**config.mk**
```make
export PLATFORM = sky130hd
export DESIGN_NAME = ogrf_ctrl
export DESIGN_NICKNAME = d
export VERILOG_FILES = /design/src/rtl/core/ogrf_pkg.sv /design/src/rtl/core/ogrf_ctrl.sv
export SDC_FILE = /design/constraint.sdc
export NUM_CORES = 1
export LEC_CHECK = 0
export BUFFER_PORTS_ARGS = -buffer_cell sky130_fd_sc_hd__buf_2
export CAP_MARGIN = 40
export CORE_AREA = 3 3 40 42
export DETAILED_ROUTE_END_ITERATION = 12
export DIE_AREA = 0 0 43 45
export GPL_ROUTABILITY_DRIVEN = 0
export PLACE_DENSITY = 0.69
export RECOVER_POWER = 100
export SLEW_MARGIN = 25
export SYNTH_ARGS = -nofsm -noshare
export SYNTH_HDL_FRONTEND = slang
export SYNTH_SLANG_ARGS = --single-unit
```
**constraint.sdc**
```tcl
create_clock -name clk -period 1.1 [get_ports clk]
set_input_delay 0.165 -clock clk [delete_from_list [all_inputs] [get_ports clk]]
set_output_delay 0.165 -clock clk [all_outputs]
set_load 0.005 [all_outputs]
```
**src/rtl/core/ogrf_pkg.sv**
```systemverilog
// Shared types and constants for the occupancy grid rectangle fill block.
package ogrf_pkg;

	localparam int MAX_WIDTH  = 256;
	localparam int MAX_HEIGHT = 256;
	localparam int COL_W      = $clog2(MAX_WIDTH);
	localparam int ROW_W      = $clog2(MAX_HEIGHT);
	localparam int CFG_W      = 9;
	localparam int COORD_W    = 16;
	localparam int REG_IDX_W  = 1;

	typedef enum logic [1:0] {
		OP_CLEAR = 2'd0,
		OP_QUERY = 2'd1,
		OP_RECT  = 2'd2,
		OP_NONE  = 2'd3
	} op_t;

	typedef enum logic [REG_IDX_W-1:0] {
		REG_GRID_WIDTH  = 1'd0,
		REG_GRID_HEIGHT = 1'd1
	} reg_idx_t;

	typedef struct packed {
		logic [1:0]                operation;
		logic [7:0]                fill_value;
		logic signed [COORD_W-1:0] query_x;
		logic signed [COORD_W-1:0] query_y;
		logic signed [COORD_W-1:0] corner_a_x;
		logic signed [COORD_W-1:0] corner_a_y;
		logic signed [COORD_W-1:0] corner_b_x;
		logic signed [COORD_W-1:0] corner_b_y;
	} grid_cmd_t;

	typedef struct packed {
		logic point_inside;
		logic cell_occupied;
	} grid_res_t;

	typedef struct packed {
		logic load;
		logic clear;
		logic clip;
		logic rd_query;
		logic rd_first;
		logic fill;
		logic res_query;
		logic res_out;
		logic res_zero;
	} dp_ctl_t;

	typedef struct packed {
		logic [1:0] op;
		logic       q_inside;
		logic       rect_empty;
		logic       row_last;
	} dp_stat_t;

endpackage

```
**src/rtl/core/ogrf_ctrl.sv**
```systemverilog
// Controller: sequences clear, point query and row-by-row rectangle fill.
module ogrf_ctrl import ogrf_pkg::*; (
	input  logic     clk,
	input  logic     arst_n,
	input  logic     start,
	output logic     busy,
	output logic     done,
	input  dp_stat_t stat,
	output dp_ctl_t  ctl
);

	typedef enum logic [4:0] {
		ST_IDLE = 5'b00001,
		ST_EXEC = 5'b00010,
		ST_QBIT = 5'b00100,
		ST_MASK = 5'b01000,
		ST_FILL = 5'b10000
	} state_t;

	state_t state_q, state_d;
	logic   done_q, done_d;

	always_comb begin
		state_d = state_q;
		done_d  = 1'b0;
		ctl     = '0;
		unique case (state_q)
			ST_IDLE: begin
				if (start) begin
					ctl.load = 1'b1;
					state_d  = ST_EXEC;
				end
			end
			ST_EXEC: begin
				unique case (op_t'(stat.op))
					OP_CLEAR: begin
						ctl.clear    = 1'b1;
						ctl.res_zero = 1'b1;
						done_d       = 1'b1;
						state_d      = ST_IDLE;
					end
					OP_QUERY: begin
						if (stat.q_inside) begin
							ctl.rd_query = 1'b1;
							state_d      = ST_QBIT;
						end else begin
							ctl.res_out = 1'b1;
							done_d      = 1'b1;
							state_d     = ST_IDLE;
						end
					end
					OP_RECT: begin
						if (stat.rect_empty) begin
							ctl.res_zero = 1'b1;
							done_d       = 1'b1;
							state_d      = ST_IDLE;
						end else begin
							ctl.clip = 1'b1;
							state_d  = ST_MASK;
						end
					end
					default: begin
						ctl.res_zero = 1'b1;
						done_d       = 1'b1;
						state_d      = ST_IDLE;
					end
				endcase
			end
			ST_QBIT: begin
				ctl.res_query = 1'b1;
				done_d        = 1'b1;
				state_d       = ST_IDLE;
			end
			ST_MASK: begin
				ctl.rd_first = 1'b1;
				state_d      = ST_FILL;
			end
			ST_FILL: begin
				ctl.fill = 1'b1;
				if (stat.row_last) begin
					ctl.res_zero = 1'b1;
					done_d       = 1'b1;
					state_d      = ST_IDLE;
				end
			end
			default: begin
				state_d = ST_IDLE;
			end
		endcase
	end

	always_ff @(posedge clk or negedge arst_n) begin
		if (!arst_n) begin
			state_q <= ST_IDLE;
			done_q  <= 1'b0;
		end else begin
			state_q <= state_d;
			done_q  <= done_d;
		end
	end

	assign busy = (state_q != ST_IDLE);
	assign done = done_q;

`ifndef SYNTHESIS
	a_accept_exec: assert property (@(posedge clk) disable iff (!arst_n)
		start && !busy |=> state_q == ST_EXEC)
		else $error("accepted beat did not enter execute");
	a_done_idle: assert property (@(posedge clk) disable iff (!arst_n)
		done_q |-> state_q == ST_IDLE)
		else $error("result strobe outside idle");
	a_fill_end: assert property (@(posedge clk) disable iff (!arst_n)
		state_q == ST_FILL && stat.row_last |=> done_q && !busy)
		else $error("last row did not finish the fill");
	a_one_result: assert property (@(posedge clk) disable iff (!arst_n)
		done_q |=> !done_q)
		else $error("result strobe longer than one cycle");
`endif

endmodule

```
==> summary.md, run 1 <==
| Metric | Value |
|---|---|
| Status | `finished, violations left` |
| Failing checks | `setup timing` |
| # fillers | `115` |
| Per-cell routed wire length | `12.83 µm` |
| CP required | `0.94 ns` |
| H-tree levels | `1` |
| CORE AREA | `1285 µm²` |
| VDD IR max | `0.6371 mV` |
| Overall routing resource usage | `14.85%` |
| Vias per cell | `4.816` |
| Fin crit share | `140.9%` |
| Final WL | `1257 µm` |
| Nets | `96` |
| Critical path capture point type | `primary output` |
| CP max FO | `5` |
| Clock sink total | `6` |
| Clk Latency, worst-skew pair | `0.25 ns` |
| Grt total ovfl | `0` |
| Clk buf depth | `2` |
| Dominant cell type by area after synthesis | `dfrtp_1` |
| Largest net degree at the start of global routing | `7` |
| Clk root buf | `clkbuf_4` |
| Setup CP Type | `register to primary output` |
| Sequential area share after synthesis | `32.79%` |
| Ports | `19` |
| Initial antenna violation count | `0` |
| Vias | `472` |
| Fin Clk Skew | `0.01751 ns` |
| Non-filler cells, final | `98` |
| Clock slew at reported path FFs | `0.06 ns` |
| Setup repair after global routing missed its margin | `true` |
| Setup violations, final | `14` |
| Layout cells sized above 1 | `67.47%` |
| Mapped Area | `461.7 µm²` |
| FF+latch count, synth | `6` |
| Cell count after placement | `89` |
| Total die area | `1935 µm²` |
| Initial DRC count | `6` |
| TNS Setup | `-4.337 ns` |
| Clock tree from TritonCTS | `built` |
| Crit path launch type | `register` |
| Normalized max-slew margin | `77.71%` |
| CTS buffer count | `3` |
| Post-Syn Area per Cell | `10.04 µm²` |
| Worst endpoint data arrival time | `1.39 ns` |
| Syn Nets | `58` |
| Vias in the first global route | `469` |
| # Max-Cap Violations | `0` |
| Slew of the pin with the lowest slew margin | `0.3344 ns` |
| Residual DRC | `0` |
| Antenna-violating nets left | `0` |
| Cells after synthesis | `46` |
| Final Util | `61.54%` |
| Initial Utilization | `35.93%` |
| Pleak | `0.4324 nW` |
| Post-synth cell types | `26` |
| N_diodes | `0` |
| Setup slack after layout | `-0.4502 ns` |
| HP Class | `input pin to register` |
| DR pass1 iterations | `2` |
| Rows | `13` |
| Fmax | `0.6451 GHz` |
| Dpl hpwl | `890.2 µm` |
| YS warnings | `0` |
| Fin. max-slew vios | `0` |
| Tmin final | `1.550 ns` |
| Top post-synthesis cells by area | `dfrtp_1, ha_1, dfstp_2` |
| Pwr dens | `1157 nW/µm²` |
| Die Y | `45 µm` |
| PortBufs | `18` |
| First-pass GRT wire length | `2076 µm` |
| Top-area cell type share of the netlist area | `27.10%` |
| Chip width | `43 µm` |
| Final hold vios | `0` |
| Area grow syn2layout | `71.27%` |
==> cells in the mapped netlist (all sizes together) <==
| library cell | n |
|---|---|
| o41ai | 1 |
| and3b | 3 |
| ha | 4 |
| o21bai | 1 |
| o21ai | 1 |
| and4 | 1 |
| a2bb2oi | 1 |
| nor2b | 1 |
| and2 | 1 |
| o2bb2ai | 1 |
| and4bb | 1 |
| dfstp | 1 |
| and3 | 4 |
| o211ai | 1 |
| nand3b | 1 |
| nor3 | 1 |
| and2b | 1 |
| dfrtp | 5 |
| nor2 | 5 |
| inv | 5 |
| buf | 1 |
| mux2 | 1 |
| o311a | 1 |
| a21bo | 1 |
| nand3 | 1 |
| nand2 | 1 |
==> timing repair <==
action,in CTS,in global routing
hold buffers,1,0
pin swaps,8,2
endpoints found under the setup margin,14,15
hold endpoints to repair,6,0
buffers inserted,3,1
gates resized for setup,13,1
==> cell usage in the layout, fill, tap and decap left out, types with 2 or more instances in the layout <==
cell type / instances
clkbuf_1: 2
buf_6: 6
dfrtp_2: 2
clkbuf_4: 3
nor2_1: 2
buf_4: 10
inv_1: 2
and3_1: 3
nor2_2: 2
inv_2: 3
buf_2: 16
ha_1: 3
dfrtp_1: 3
and3b_1: 3
==> flip-flops by register name (all words and copies together), names as in the netlist <==
| signal | count |
|---|---|
| state_q | 5 |
| done | 1 |
==> power by group <==
part           internal, W  switching [W]  leakage, nW
Clock             0.000138      0.0000914       0.0150
Combinational     0.000203       0.000165        0.342
Sequential        0.000270      0.0000468       0.0757
Total             0.000611       0.000303        0.432
==> path summary, 6_finish.rpt <==
| check | startpoint | to | slack [ns] | cells past startpoint |
|---|---|---|---|---|
| worst max-delay path | state_q[3] | ctl[5] | -0.45 | 4 |
| worst min-delay path | stat[0] | state_q[4] | 0.15 | 2 |
| worst max register to register | state_q[3] | state_q[0] | -0.26 | 7 |
| worst min register to register | state_q[0] | state_q[1] | 0.61 | 2 |
| max in group asynchronous | arst_n | state_q[0] | 0.46 | 2 |
| min in group asynchronous | arst_n | state_q[4] | 0.32 | 2 |
==> cells by family (layout without fill, tap and decap cells) <==
logic type	after synthesis	in the layout	share of synthesized area, %
and+or+nand+nor	21	21	32.25
AOI/OAI and AO/OA	8	8	15.99
DFF	6	6	32.79
buffers and inverters	6	43	5.692
adders and majority gates	4	4	10.84
muxes	1	1	2.439
==> per-stage QoR <==
| step | area [µm²] | power (W) | hold WS (ns) | worst slack [ns] |
|---|---|---|---|---|
| after CTS | 773.2 | 0.0009088 | 0.1564 | -0.4438 |
| final | 790.8 | 0.0009146 | 0.1511 | -0.4502 |
| after global routing | 790.8 | 0.0009844 | 0.1540 | -0.5202 |
| after detailed placement | 670.6 | 0.0006609 | -0.006600 | -0.1732 |
| after global placement | 670.6 | 0.0006543 | -0.007717 | -0.1635 |
| after floorplan | 486.7 | 0.0004961 | -0.1306 | -0.05943 |
==> layer usage <==
layer / routed length, µm / GRT usage (%)
met3: 91 / 2.390
met1: 533 / 17.98
met5: 0 / 0
met2: 625 / 24.85
met4: 6 / 9.036
==> worst max-delay path, stage by stage, from the launching register on <==
cell     delay, ns
dfrtp_2       0.43
nor3_4        0.24
and2_4        0.20
and3_4        0.18
buf_6         0.09
==> layout make-up <==
class	count	area (µm²)	area share (%)
multi-input combinational	34	336.6	42.56
timing repair buffer	34	236.5	29.91
sequential	6	153.9	19.46
clock buffer	4	26.28	3.323
inverter	5	18.77	2.373
tap	15	18.77	2.373
(Power assumes the default switching activity.)
==> run 2, diff against run 1 <==
SKIP_LAST_GASP = 1   (was default)
TNS_END_PERCENT = 1   (was default)
==> summary.md, run 2 (synthesized netlist as in run 1, its figures left out) <==
| Metric | Value |
|---|---|
| Grt total ovfl | `0 (unchanged)` |
| # Max-Cap Violations | `0 (unchanged)` |
| Fin Clk Skew | `0.003958 ns (was 0.01751 ns)` |
| Setup violations, final | `12 (was 14)` |
| HP Class | `input pin to register (unchanged)` |
| RR Startpoint | `state_q[0] (was state_q[3])` |
| Layout cells sized above 1 | `55.56% (was 67.47%)` |
| CORE AREA | `1285 µm² (unchanged)` |
| Clock sink total | `6 (unchanged)` |
| Top routing layer used | `met4 (unchanged)` |
| Fin crit share | `133.3% (was 140.9%)` |
| Failing checks | `setup timing (unchanged)` |
| Slew of the pin with the lowest slew margin | `0.3261 ns (was 0.3344 ns)` |
| Ports | `19 (unchanged)` |
| Per-cell routed wire length | `11.74 µm (was 12.83 µm)` |
| TNS Setup | `-3.512 ns (was -4.337 ns)` |
| H-tree levels | `1 (unchanged)` |
| Max reg flops | `5 (unchanged)` |
| Initial antenna violation count | `0 (unchanged)` |
| Initial Utilization | `35.93% (unchanged)` |
| Residual DRC | `0 (unchanged)` |
| Top reg by flops | `state_q (unchanged)` |
| Final Util | `55.50% (was 61.54%)` |
| Fmax | `0.6818 GHz (was 0.6451 GHz)` |
| Leading cell type in the layout, fill and taps excluded | `buf_2 (unchanged)` |
| Metal3 WL | `75 µm (was 91 µm)` |
| Die Y | `45 µm (unchanged)` |
| Rows | `13 (unchanged)` |
| CTS buffer count | `3 (unchanged)` |
| Pwr dens | `1263 nW/µm² (was 1157 nW/µm²)` |
| Worst Hold Launch | `stat[0] (unchanged)` |
| Worst endpoint data arrival time | `1.30 ns (was 1.39 ns)` |
| Clock tree from TritonCTS | `built (unchanged)` |
| Hold WS | `0.1641 ns (was 0.1511 ns)` |
| Vias per cell | `5.094 (was 4.816)` |
| First-pass GRT wire length | `1911 µm (was 2076 µm)` |
| Area grow syn2layout | `54.47% (was 71.27%)` |
| Fin. max-slew vios | `0 (unchanged)` |
| Clock slew at reported path FFs | `0.05 ns (was 0.06 ns)` |
| DR pass1 iterations | `4 (was 2)` |
| PortBufs | `18 (unchanged)` |
| Status | `finished, violations left (unchanged)` |
| Largest net degree at the start of global routing | `7 (unchanged)` |
| Vias in the first global route | `479 (was 469)` |
| Final WL | `1127 µm (was 1257 µm)` |
| Cell area after layout | `713.2 µm² (was 790.8 µm²)` |
| Multi-input gate area | `300.3 µm² (was 336.6 µm²)` |
| Clk Latency, worst-skew pair | `0.24 ns (was 0.25 ns)` |
| Pleak | `0.4154 nW (was 0.4324 nW)` |
| # fillers | `128 (was 115)` |
| Commonest non-fill, non-tap cells in the layout | `buf_2, buf_4, inv_1, nor2_1 (was buf_2, buf_4, buf_6)` |
| VDD IR max | `0.6625 mV (was 0.6371 mV)` |
| CP max FO | `4 (was 5)` |
| Met2 routed wirelength | `593 µm (was 625 µm)` |
| WL met1 | `441 µm (was 533 µm)` |
| Setup CP Type | `register to primary output (unchanged)` |
| Tmin final | `1.467 ns (was 1.550 ns)` |
| Antenna-violating nets left | `0 (unchanged)` |
| N_diodes | `0 (unchanged)` |
| Placed Area | `660.6 µm² (was 670.6 µm²)` |
| Clk root buf | `clkbuf_4 (unchanged)` |
| Critical path capture point type | `primary output (unchanged)` |
| Crit path launch type | `register (unchanged)` |
| Final hold vios | `0 (unchanged)` |
| Worst Setup SP | `state_q[4] (was state_q[3])` |
| Setup repair after global routing missed its margin | `true (unchanged)` |
| Initial DRC count | `6 (unchanged)` |
| Chip width | `43 µm (unchanged)` |
| CP required | `0.94 ns (about the same)` |
| Total die area | `1935 µm² (unchanged)` |
| Vias | `489 (was 472)` |
| Clk buf depth | `2 (unchanged)` |
| Pre-CTS WS | `-0.1936 ns (was -0.1732 ns)` |
| Overall routing resource usage | `13.58% (was 14.85%)` |
| Dpl hpwl | `953.3 µm (was 890.2 µm)` |
| Nets | `94 (was 96)` |
| Setup slack after layout | `-0.3666 ns (was -0.4502 ns)` |
| Normalized max-slew margin | `78.26% (was 77.71%)` |
| Reg area | `152.6 µm² (was 153.9 µm²)` |
==> run 2: cell types whose count changed in the layout (fill, tap and decap cells not counted), sizes merged <==
cell	before	now
buf	32	30
==> run 2: per-layer routing <==
layer,up-vias,global-route usage [%]
met5,-,0
met4,0,9.036
met3,2,2.390
met2,18,25.45
met1,230,13.76
li1,239,-
==> run 2: final timing paths <==
check,slack (ns),depth (start not counted),endpoint
setup / recovery,-0.37,5,ctl[8]
hold / removal,0.16,2,state_q[4]
setup reg to reg,-0.21,4,state_q[0]
hold reg to reg,0.59,2,state_q[1]
max in group asynchronous,0.48,2,state_q[0]
min in group asynchronous,0.32,2,state_q[4]
==> run 2: area by class of cell <==
type,count,area share (%)
inverters,5,2.632
multi-input cells,34,42.11
well taps,15,2.632
clock buffers,4,3.684
flip-flops and latches,6,21.40
repair buffers,32,27.54
==> run 2: power breakdown <==
part | switching, W | leakage [nW] | internal [W]
Combinational | 0.000157 | 0.323 | 0.000212
Sequential | 0.0000428 | 0.0774 | 0.000270
Clock | 0.0000802 | 0.0150 | 0.000137
Total | 0.000281 | 0.415 | 0.000620
==> run 2: through the flow <==
| stage | power (W) | instances |
|---|---|---|
| after global placement | 0.0006469 | 90 |
| after CTS | 0.0009087 | 96 |
| after detailed placement | 0.0006549 | 90 |
| final | 0.0009005 | 96 |
| after global routing | 0.0009673 | 96 |
| after floorplan | 0.0004775 | 46 |
==> run 2: worst max-delay path, stage by stage (launching register included) <==
cell	delay (ns)
dfrtp_1	0.41
nor3_4	0.20
buf_4	0.15
nand3b_1	0.10
nor2_1	0.09
buf_2	0.11
==> run 2: repair_timing <==
item	CTS	global route
buffers inserted	1	0
pin swaps	1	0
endpoints found under the hold margin	6	0
hold buffers	1	0
setup endpoints to repair	12	15
gates resized for setup	2	0
